## src/modular_exponentiation_core_defines.svh

```systemverilog
// ----------------------------------------------------------------------------
// modular exponentiation core assertion macros
// shared assertion forms for the modules of the core
// ----------------------------------------------------------------------------
`ifndef MODULAR_EXPONENTIATION_CORE_DEFINES_SVH
`define MODULAR_EXPONENTIATION_CORE_DEFINES_SVH

// checked at every edge outside reset
`define MEXP_ASSERT(label, prop, msg) \
    label: assert property (@(posedge i_clk) disable iff (!i_rst_n) prop) else $error(msg);

// checked at every edge, reset included
`define MEXP_ASSERT_ALWAYS(label, prop, msg) \
    label: assert property (@(posedge i_clk) prop) else $error(msg);

`endif

```

## src/mexp_pkg.sv

```systemverilog
// ----------------------------------------------------------------------------
// mexp_pkg
// shared constants and controller/datapath interface types
// ----------------------------------------------------------------------------
package mexp_pkg;

    localparam int MEXP_WIDTH_DEF = 32;
    localparam int FIELD_W        = 32;
    localparam int IN_DATA_W      = 3 * FIELD_W;
    localparam int OUT_DATA_W     = FIELD_W;

    typedef enum logic [1:0] {
        OP_REDUCE = 2'd0,
        OP_ACC    = 2'd1,
        OP_SQUARE = 2'd2
    } t_opsel;

    typedef struct packed {
        logic   load;
        logic   mul_start;
        t_opsel sel;
        logic   wr_acc;
        logic   wr_base;
        logic   shift_exp;
        logic   out_load;
    } t_cmd;

    typedef struct packed {
        logic mod_small;
        logic exp_zero;
        logic exp_lsb;
        logic mul_busy;
        logic mul_done;
    } t_status;

endpackage

```

## src/mexp_mulmod.sv

```systemverilog
// ----------------------------------------------------------------------------
// mexp_mulmod
// bit-serial modular multiplier, one multiplier bit per cycle, msb first
// ----------------------------------------------------------------------------
`include "modular_exponentiation_core_defines.svh"

module mexp_mulmod #(
    parameter int WIDTH = mexp_pkg::MEXP_WIDTH_DEF
) (
    input  logic             i_clk,
    input  logic             i_rst_n,
    input  logic             i_start,
    input  logic [WIDTH-1:0] i_x,
    input  logic [WIDTH-1:0] i_y,
    input  logic [WIDTH-1:0] i_mod,
    output logic [WIDTH-1:0] o_prod,
    output logic             o_busy,
    output logic             o_done
);
    import mexp_pkg::*;

    localparam int CW = (WIDTH > 1) ? $clog2(WIDTH) : 1;

    logic          r_busy, n_busy;
    logic          r_done, n_done;
    logic [CW-1:0] r_cnt, n_cnt;
    logic [WIDTH-1:0] r_p, n_p;
    logic [WIDTH-1:0] r_x, n_x;
    logic [WIDTH-1:0] r_y, n_y;

    logic [WIDTH:0]   dbl, dbl_sub, sum, sum_sub, mod_ext;
    logic [WIDTH-1:0] dbl_red, addend, step_val;

    // p = (2p + bit * x) mod m, done as two reductions
    always_comb begin
        mod_ext  = {1'b0, i_mod};
        dbl      = {r_p, 1'b0};
        dbl_sub  = dbl - mod_ext;
        dbl_red  = (dbl >= mod_ext) ? dbl_sub[WIDTH-1:0] : dbl[WIDTH-1:0];
        addend   = r_y[WIDTH-1] ? r_x : '0;
        sum      = {1'b0, dbl_red} + {1'b0, addend};
        sum_sub  = sum - mod_ext;
        step_val = (sum >= mod_ext) ? sum_sub[WIDTH-1:0] : sum[WIDTH-1:0];
    end

    always_comb begin
        n_busy = r_busy;
        n_done = 1'b0;
        n_cnt  = r_cnt;
        n_p    = r_p;
        n_x    = r_x;
        n_y    = r_y;
        if (i_start) begin
            n_busy = 1'b1;
            n_cnt  = CW'(WIDTH - 1);
            n_p    = '0;
            n_x    = i_x;
            n_y    = i_y;
        end else if (r_busy) begin
            n_p = step_val;
            n_y = {r_y[WIDTH-2:0], 1'b0};
            if (r_cnt == '0) begin
                n_busy = 1'b0;
                n_done = 1'b1;
            end else begin
                n_cnt = r_cnt - CW'(1);
            end
        end
    end

    always_ff @(posedge i_clk) begin
        if (!i_rst_n) begin
            r_busy <= 1'b0;
            r_done <= 1'b0;
        end else begin
            r_busy <= n_busy;
            r_done <= n_done;
        end
    end

    always_ff @(posedge i_clk) begin
        r_cnt <= n_cnt;
        r_p   <= n_p;
        r_x   <= n_x;
        r_y   <= n_y;
    end

    assign o_prod = r_p;
    assign o_busy = r_busy;
    assign o_done = r_done;

    `MEXP_ASSERT(a_partial_below_mod, r_busy |-> (r_p < i_mod), "partial product not reduced")
    `MEXP_ASSERT(a_start_runs, i_start |=> (r_busy && !r_done), "start did not launch product")
    `MEXP_ASSERT_ALWAYS(a_reset_idle, !i_rst_n |=> (!r_busy && !r_done), "busy after reset")

endmodule

```

## src/mexp_datapath.sv

```systemverilog
// ----------------------------------------------------------------------------
// mexp_datapath
// operand registers, shared modular multiplier and result register
// ----------------------------------------------------------------------------
module mexp_datapath #(
    parameter int WIDTH = mexp_pkg::MEXP_WIDTH_DEF
) (
    input  logic                            i_clk,
    input  logic                            i_rst_n,
    input  mexp_pkg::t_cmd                  i_cmd,
    input  logic [mexp_pkg::IN_DATA_W-1:0]  i_in_data,
    output mexp_pkg::t_status               o_status,
    output logic [mexp_pkg::OUT_DATA_W-1:0] o_out_data
);
    import mexp_pkg::*;

    logic [WIDTH-1:0] r_acc, n_acc;
    logic [WIDTH-1:0] r_base, n_base;
    logic [WIDTH-1:0] r_exp, n_exp;
    logic [WIDTH-1:0] r_mod, n_mod;
    logic [WIDTH-1:0] r_out, n_out;

    logic [WIDTH-1:0] mul_x, mul_prod;
    logic             mul_busy, mul_done;

    always_comb begin
        case (i_cmd.sel)
            OP_REDUCE: mul_x = WIDTH'(1);
            OP_ACC:    mul_x = r_acc;
            OP_SQUARE: mul_x = r_base;
            default:   mul_x = r_base;
        endcase
    end

    mexp_mulmod #(
        .WIDTH (WIDTH)
    ) u_mulmod (
        .i_clk   (i_clk),
        .i_rst_n (i_rst_n),
        .i_start (i_cmd.mul_start),
        .i_x     (mul_x),
        .i_y     (r_base),
        .i_mod   (r_mod),
        .o_prod  (mul_prod),
        .o_busy  (mul_busy),
        .o_done  (mul_done)
    );

    always_comb begin
        n_acc  = r_acc;
        n_base = r_base;
        n_exp  = r_exp;
        n_mod  = r_mod;
        n_out  = r_out;
        if (i_cmd.load) begin
            n_acc  = WIDTH'(1);
            n_base = WIDTH'(i_in_data[FIELD_W-1:0]);
            n_exp  = WIDTH'(i_in_data[2*FIELD_W-1:FIELD_W]);
            n_mod  = WIDTH'(i_in_data[3*FIELD_W-1:2*FIELD_W]);
        end
        if (i_cmd.wr_acc) begin
            n_acc = mul_prod;
        end
        if (i_cmd.wr_base) begin
            n_base = mul_prod;
        end
        if (i_cmd.shift_exp) begin
            n_exp = r_exp >> 1;
        end
        if (i_cmd.out_load) begin
            n_out = o_status.mod_small ? '0 : r_acc;
        end
    end

    always_ff @(posedge i_clk) begin
        r_acc  <= n_acc;
        r_base <= n_base;
        r_exp  <= n_exp;
        r_mod  <= n_mod;
        r_out  <= n_out;
    end

    always_comb begin
        o_status.mod_small = (r_mod < WIDTH'(2));
        o_status.exp_zero  = (r_exp == '0);
        o_status.exp_lsb   = r_exp[0];
        o_status.mul_busy  = mul_busy;
        o_status.mul_done  = mul_done;
    end

    assign o_out_data = OUT_DATA_W'(r_out);

endmodule

```

## src/mexp_ctrl.sv

```systemverilog
// ----------------------------------------------------------------------------
// mexp_ctrl
// square-and-multiply sequencer and output handshake
// ----------------------------------------------------------------------------
`include "modular_exponentiation_core_defines.svh"

module mexp_ctrl (
    input  logic              i_clk,
    input  logic              i_rst_n,
    input  logic              i_in_valid,
    output logic              o_in_ready,
    output logic              o_out_valid,
    input  logic              i_out_ready,
    input  mexp_pkg::t_status i_status,
    output mexp_pkg::t_cmd    o_cmd
);
    import mexp_pkg::*;

    typedef enum logic [5:0] {
        S_IDLE   = 6'b000001,
        S_START  = 6'b000010,
        S_REDUCE = 6'b000100,
        S_CHECK  = 6'b001000,
        S_MULACC = 6'b010000,
        S_SQUARE = 6'b100000
    } t_state;

    t_state r_state, n_state;
    logic   r_finish, n_finish;
    logic   r_out_valid, n_out_valid;

    always_comb begin
        n_state  = r_state;
        n_finish = r_finish;
        o_cmd.load      = 1'b0;
        o_cmd.mul_start = 1'b0;
        o_cmd.sel       = OP_REDUCE;
        o_cmd.wr_acc    = 1'b0;
        o_cmd.wr_base   = 1'b0;
        o_cmd.shift_exp = 1'b0;
        o_cmd.out_load  = 1'b0;
        case (r_state)
            S_IDLE: begin
                if (r_finish) begin
                    if (!r_out_valid || i_out_ready) begin
                        o_cmd.out_load = 1'b1;
                        n_finish       = 1'b0;
                    end
                end else if (i_in_valid) begin
                    o_cmd.load = 1'b1;
                    n_state    = S_START;
                end
            end
            S_START: begin
                if (i_status.mod_small) begin
                    n_finish = 1'b1;
                    n_state  = S_IDLE;
                end else begin
                    o_cmd.mul_start = 1'b1;
                    o_cmd.sel       = OP_REDUCE;
                    n_state         = S_REDUCE;
                end
            end
            S_REDUCE: begin
                if (i_status.mul_done) begin
                    o_cmd.wr_base = 1'b1;
                    n_state       = S_CHECK;
                end
            end
            S_CHECK: begin
                if (i_status.exp_zero) begin
                    n_finish = 1'b1;
                    n_state  = S_IDLE;
                end else if (i_status.exp_lsb) begin
                    o_cmd.mul_start = 1'b1;
                    o_cmd.sel       = OP_ACC;
                    n_state         = S_MULACC;
                end else begin
                    o_cmd.mul_start = 1'b1;
                    o_cmd.sel       = OP_SQUARE;
                    n_state         = S_SQUARE;
                end
            end
            S_MULACC: begin
                if (i_status.mul_done) begin
                    o_cmd.wr_acc    = 1'b1;
                    o_cmd.mul_start = 1'b1;
                    o_cmd.sel       = OP_SQUARE;
                    n_state         = S_SQUARE;
                end
            end
            S_SQUARE: begin
                if (i_status.mul_done) begin
                    o_cmd.wr_base   = 1'b1;
                    o_cmd.shift_exp = 1'b1;
                    n_state         = S_CHECK;
                end
            end
            default: begin
                n_state = S_IDLE;
            end
        endcase
    end

    // result register may still hold the previous result while a new item runs
    always_comb begin
        n_out_valid = r_out_valid;
        if (o_cmd.out_load) begin
            n_out_valid = 1'b1;
        end else if (i_out_ready) begin
            n_out_valid = 1'b0;
        end
    end

    always_ff @(posedge i_clk) begin
        if (!i_rst_n) begin
            r_state     <= S_IDLE;
            r_finish    <= 1'b0;
            r_out_valid <= 1'b0;
        end else begin
            r_state     <= n_state;
            r_finish    <= n_finish;
            r_out_valid <= n_out_valid;
        end
    end

    assign o_in_ready  = (r_state == S_IDLE) && !r_finish;
    assign o_out_valid = r_out_valid;

    `MEXP_ASSERT(a_accept_starts, (i_in_valid && o_in_ready) |=> (r_state == S_START), "accepted transfer did not start")
    `MEXP_ASSERT(a_start_when_free, o_cmd.mul_start |-> !i_status.mul_busy, "multiplier started while busy")
    `MEXP_ASSERT(a_load_shows, o_cmd.out_load |=> r_out_valid, "result not presented after load")

endmodule

```

## src/modular_exponentiation_core.sv

```systemverilog
// ----------------------------------------------------------------------------
// modular_exponentiation_core
// base to the power exponent modulo modulus, right-to-left square-and-multiply
// ----------------------------------------------------------------------------
// One item at a time: a transfer on s_axis carries base, exponent and modulus,
// and one result leaves on m_axis. All products run on a single bit-serial
// modular multiplier. The base is first reduced modulo the modulus (one
// product), then each exponent bit up to the highest set bit costs one square
// plus one multiply where the bit is one, with one decision in S_CHECK per
// bit. A modulus below two skips the products and gives a zero result. The
// next item is accepted as soon as the previous result is in the output register.
// ----------------------------------------------------------------------------
module modular_exponentiation_core #(
    parameter int WIDTH = mexp_pkg::MEXP_WIDTH_DEF
) (
    input  logic                            i_clk,
    input  logic                            i_rst_n,
    input  logic                            s_axis_tvalid,
    output logic                            s_axis_tready,
    // base_value, exponent_value, modulus_value
    input  logic [mexp_pkg::IN_DATA_W-1:0]  s_axis_tdata,
    output logic                            m_axis_tvalid,
    input  logic                            m_axis_tready,
    // power_result
    output logic [mexp_pkg::OUT_DATA_W-1:0] m_axis_tdata
);
    import mexp_pkg::*;

    t_cmd    cmd;
    t_status status;

    mexp_ctrl u_ctrl (
        .i_clk       (i_clk),
        .i_rst_n     (i_rst_n),
        .i_in_valid  (s_axis_tvalid),
        .o_in_ready  (s_axis_tready),
        .o_out_valid (m_axis_tvalid),
        .i_out_ready (m_axis_tready),
        .i_status    (status),
        .o_cmd       (cmd)
    );

    mexp_datapath #(
        .WIDTH (WIDTH)
    ) u_datapath (
        .i_clk      (i_clk),
        .i_rst_n    (i_rst_n),
        .i_cmd      (cmd),
        .i_in_data  (s_axis_tdata),
        .o_status   (status),
        .o_out_data (m_axis_tdata)
    );

endmodule

```

## config.mk

```make
export PLATFORM = sky130hd
export DESIGN_NAME = modular_exponentiation_core
export DESIGN_NICKNAME = d
export VERILOG_FILES = /design/src/mexp_pkg.sv /design/src/mexp_mulmod.sv /design/src/mexp_datapath.sv /design/src/mexp_ctrl.sv /design/src/modular_exponentiation_core.sv
export VERILOG_INCLUDE_DIRS = /design/src /design/src/src
export SDC_FILE = /design/constraint.sdc
export NUM_CORES = 1
export LEC_CHECK = 0
export ABC_CLOCK_PERIOD_IN_PS = 9000
export BUFFER_PORTS_ARGS = -buffer_cell sky130_fd_sc_hd__buf_4
export CAP_MARGIN = 20
export CORE_MARGIN = 4
export CORE_UTILIZATION = 50
export CTS_BUF_LIST = sky130_fd_sc_hd__clkbuf_4
export DETAILED_ROUTE_END_ITERATION = 10
export GPL_ROUTABILITY_DRIVEN = 0
export PLACE_DENSITY = 0.77
export SKIP_LAST_GASP = 1
export SLEW_MARGIN = 15
export SYNTH_ARGS = -nofsm -noshare
export SYNTH_HDL_FRONTEND = slang
export SYNTH_HIERARCHICAL = 1
export SYNTH_SLANG_ARGS = --single-unit
```

## constraint.sdc

```tcl
create_clock -name i_clk -period 9 [get_ports i_clk]
set_input_delay 1.8 -clock i_clk [delete_from_list [all_inputs] [get_ports i_clk]]
set_output_delay 1.8 -clock i_clk [all_outputs]
set_load 0.02 [all_outputs]
```

==> impl_metrics.json <==
{
  "rsz0062_at_grt": "no",
  "crit_top_cell": "ha_1",
  "synth.avg_cell_area_um2": 10.61,
  "hpwlAfterDp_mm": 33.13,
  "grt-ovfl-total": 0,
  "portBuffers": 133,
  "critPathMaxFanout": 14,
  "htree_levels": 3,
  "grt_pass1_wl_mm": 68.79,
  "grt_pass1_vias": 12840,
  "fin_skew_ps": 70.50,
  "hold_class": "reg2reg",
  "path_clk_slew_ps": 60,
  "drive_above_1_share": 0.2288,
  "outcome": "completed",
  "root_buffer": "clkbuf_4",
  "die_h_um": 192.5,
  "wirelength_mm": 45.08,
  "track_usage": 0.2362,
  "routed_via_density": 6.029,
  "post-route-period-util": 0.9251,
  "max_stage_delay_ps": 560,
  "min-delay-start": "u_ctrl/r_finish$_SDFFE_PN0P_",
  "critPathSlowestCell": "or3_1",
  "grt_start_max_net_pins": 66,
  "drv_slew": 0,
  "worst-path-buf-inv": 1,
  "period_needed_ps": 8326,
  "timing.hold.ws_ps": 498.8,
  "fmax_mhz": 120.1,
  "die_w_um": 192.5,
  "insertion_delay_ps": 740,
  "required_ps": 9590,
  "r2r-end": "u_datapath/u_mulmod/o_prod[29]$_SDFFE_PP0P_",
  "via_count": 13570,
  "tns_ps": 0,
  "drt_first_pass_iters": 6,
  "antenna_left": 0,
  "cts_made_buffers": 71,
  "final-hold-violation-count": 0,
  "yosysWarnings": 6,
  "crit_type": "reg2reg",
  "io-pin-count": 134,
  "r2r_setup_slack_ps": 670,
  "clock_sinks": 271,
  "worst_slew_pin_slew_ps": 1068,
  "rows": 67,
  "holdBufCountCts": 0,
  "drt_iter0_markers": 1662,
  "area_growth_pct": 12.95,
  "worst_setup_path_start_kind": "register",
  "avgRoutedWirePerCell_um": 20.03,
  "crit_arrival_ps": 8920,
  "synth_cells": 1604,
  "drc": 0,
  "cts_tree": "built",
  "setup_violations": 0,
  "antenna_found_initial": 4,
  "syn-num-nets": 1805,
  "start_util": 0.5076,
  "finalNetCount": 1951,
  "cap_viol_max_count": 0,
  "worst_slack_ps": 674.0,
  "r2r_start": "u_datapath/r_mod[1]$_DFFE_PP_",
  "core-area_um2": 33530,
  "crit_path_end_kind": "register",
  "reg2reg_depth": 29,
  "hold_depth": 2,
  "whs_endpoint": "u_ctrl/o_out_valid$_SDFFE_PN0P_",
  "clock_path_buffers": 3,
  "nFillCells": 2902,
  "post-place-ws_ps": 598.9,
  "path_delay_family": "compound AO/OA/AOI/OAI gates",
  "fp.dieArea_um2": 37060,
  "syn_area_um2": 17020,
  "max_slew_margin": 0.2828
}
## routing by layer
metal / GRT usage / vias to the layer above / wire length [µm]
met4: 0.06829 / 4 / 1028
met3: 0.04776 / 94 / 5002
li1: - / 6350 / -
met2: 0.3445 / 756 / 19320
met1: 0.3562 / 6361 / 19700
met5: 0 / - / 27
## timing repair
action | in CTS | in global routing
setup buffers | 0 | 1
setup endpoints to repair | 0 | 18
resized for setup | 0 | 2
## layout by cell type, fill, tap and decap left out, types with 72 or more instances in the layout
| cell type | count |
|---|---|
| a21oi_1 | 100 |
| mux2_2 | 112 |
| ha_1 | 98 |
| nand2_1 | 115 |
| inv_1 | 72 |
| o21ai_0 | 73 |
| and2_1 | 74 |
| nor2_1 | 78 |
| clkbuf_4 | 104 |
| buf_4 | 144 |
| edfxtp_1 | 223 |
## stage by stage
step                area, µm²  cells  utilization
finish                  19230   2250       0.5734
global route            19230   2250       0.5734
CTS                     19190   2247       0.5724
detailed placement      18310   2123       0.5461
global placement        18310   2123       0.5461
floorplan               17020   1604            -
## flip-flops by register name, indices dropped and copies added (netlist names)
register                    count
u_datapath/r_acc               32
u_ctrl/r_finish                 1
u_datapath/u_mulmod/r_cnt       5
u_ctrl/o_out_valid              1
u_datapath/u_mulmod/o_done      1
u_datapath/u_mulmod/o_busy      1
u_datapath/u_mulmod/r_x        32
u_ctrl/r_state                  6
u_datapath/r_base              32
u_datapath/u_mulmod/r_y        32
u_datapath/r_mod               32
u_datapath/r_exp               32
u_datapath/o_out_data          32
u_datapath/u_mulmod/o_prod     32
## tightest hold or removal path: cells and delay by family, from the launching register on
kind	cells	cell delay [ps]
flops	1	340
compound gates	1	50
simple gates	1	60
## how the worst max path moves through the flow
| stage | start | endpoint | depth (start not counted) |
|---|---|---|---|
| 2_1_floorplan | u_datapath/r_mod[1]$_DFFE_PP_ | u_datapath/u_mulmod/o_prod[21]$_SDFFE_PP0P_ | 31 |
| 3_3_place_gp | u_datapath/r_mod[1]$_DFFE_PP_ | u_datapath/u_mulmod/o_prod[29]$_SDFFE_PP0P_ | 29 |
| 3_5_place_dp | u_datapath/r_mod[1]$_DFFE_PP_ | u_datapath/u_mulmod/o_prod[8]$_SDFFE_PP0P_ | 30 |
| 4_1_cts | u_datapath/r_mod[1]$_DFFE_PP_ | u_datapath/u_mulmod/o_prod[11]$_SDFFE_PP0P_ | 30 |
| 5_1_grt | u_datapath/r_mod[1]$_DFFE_PP_ | u_datapath/u_mulmod/o_prod[29]$_SDFFE_PP0P_ | 29 |
| 6_report | u_datapath/r_mod[1]$_DFFE_PP_ | u_datapath/u_mulmod/o_prod[29]$_SDFFE_PP0P_ | 29 |
## area by class of cell
class                   instances  area, µm²  share of cell area
diodes                          1      2.502           0.0001302
clock buffers                 104      780.7             0.04061
clock inverters                20      101.3            0.005271
inverters                      72      270.3             0.01406
multi-input cells            1190       8771              0.4562
flip-flops and latches        271       7659              0.3983
well taps                     448      560.5             0.02916
repair buffers                144       1081             0.05623
Power is not shown: default switching activity piles up to over one toggle a cycle in this logic, so the estimate is an artifact.
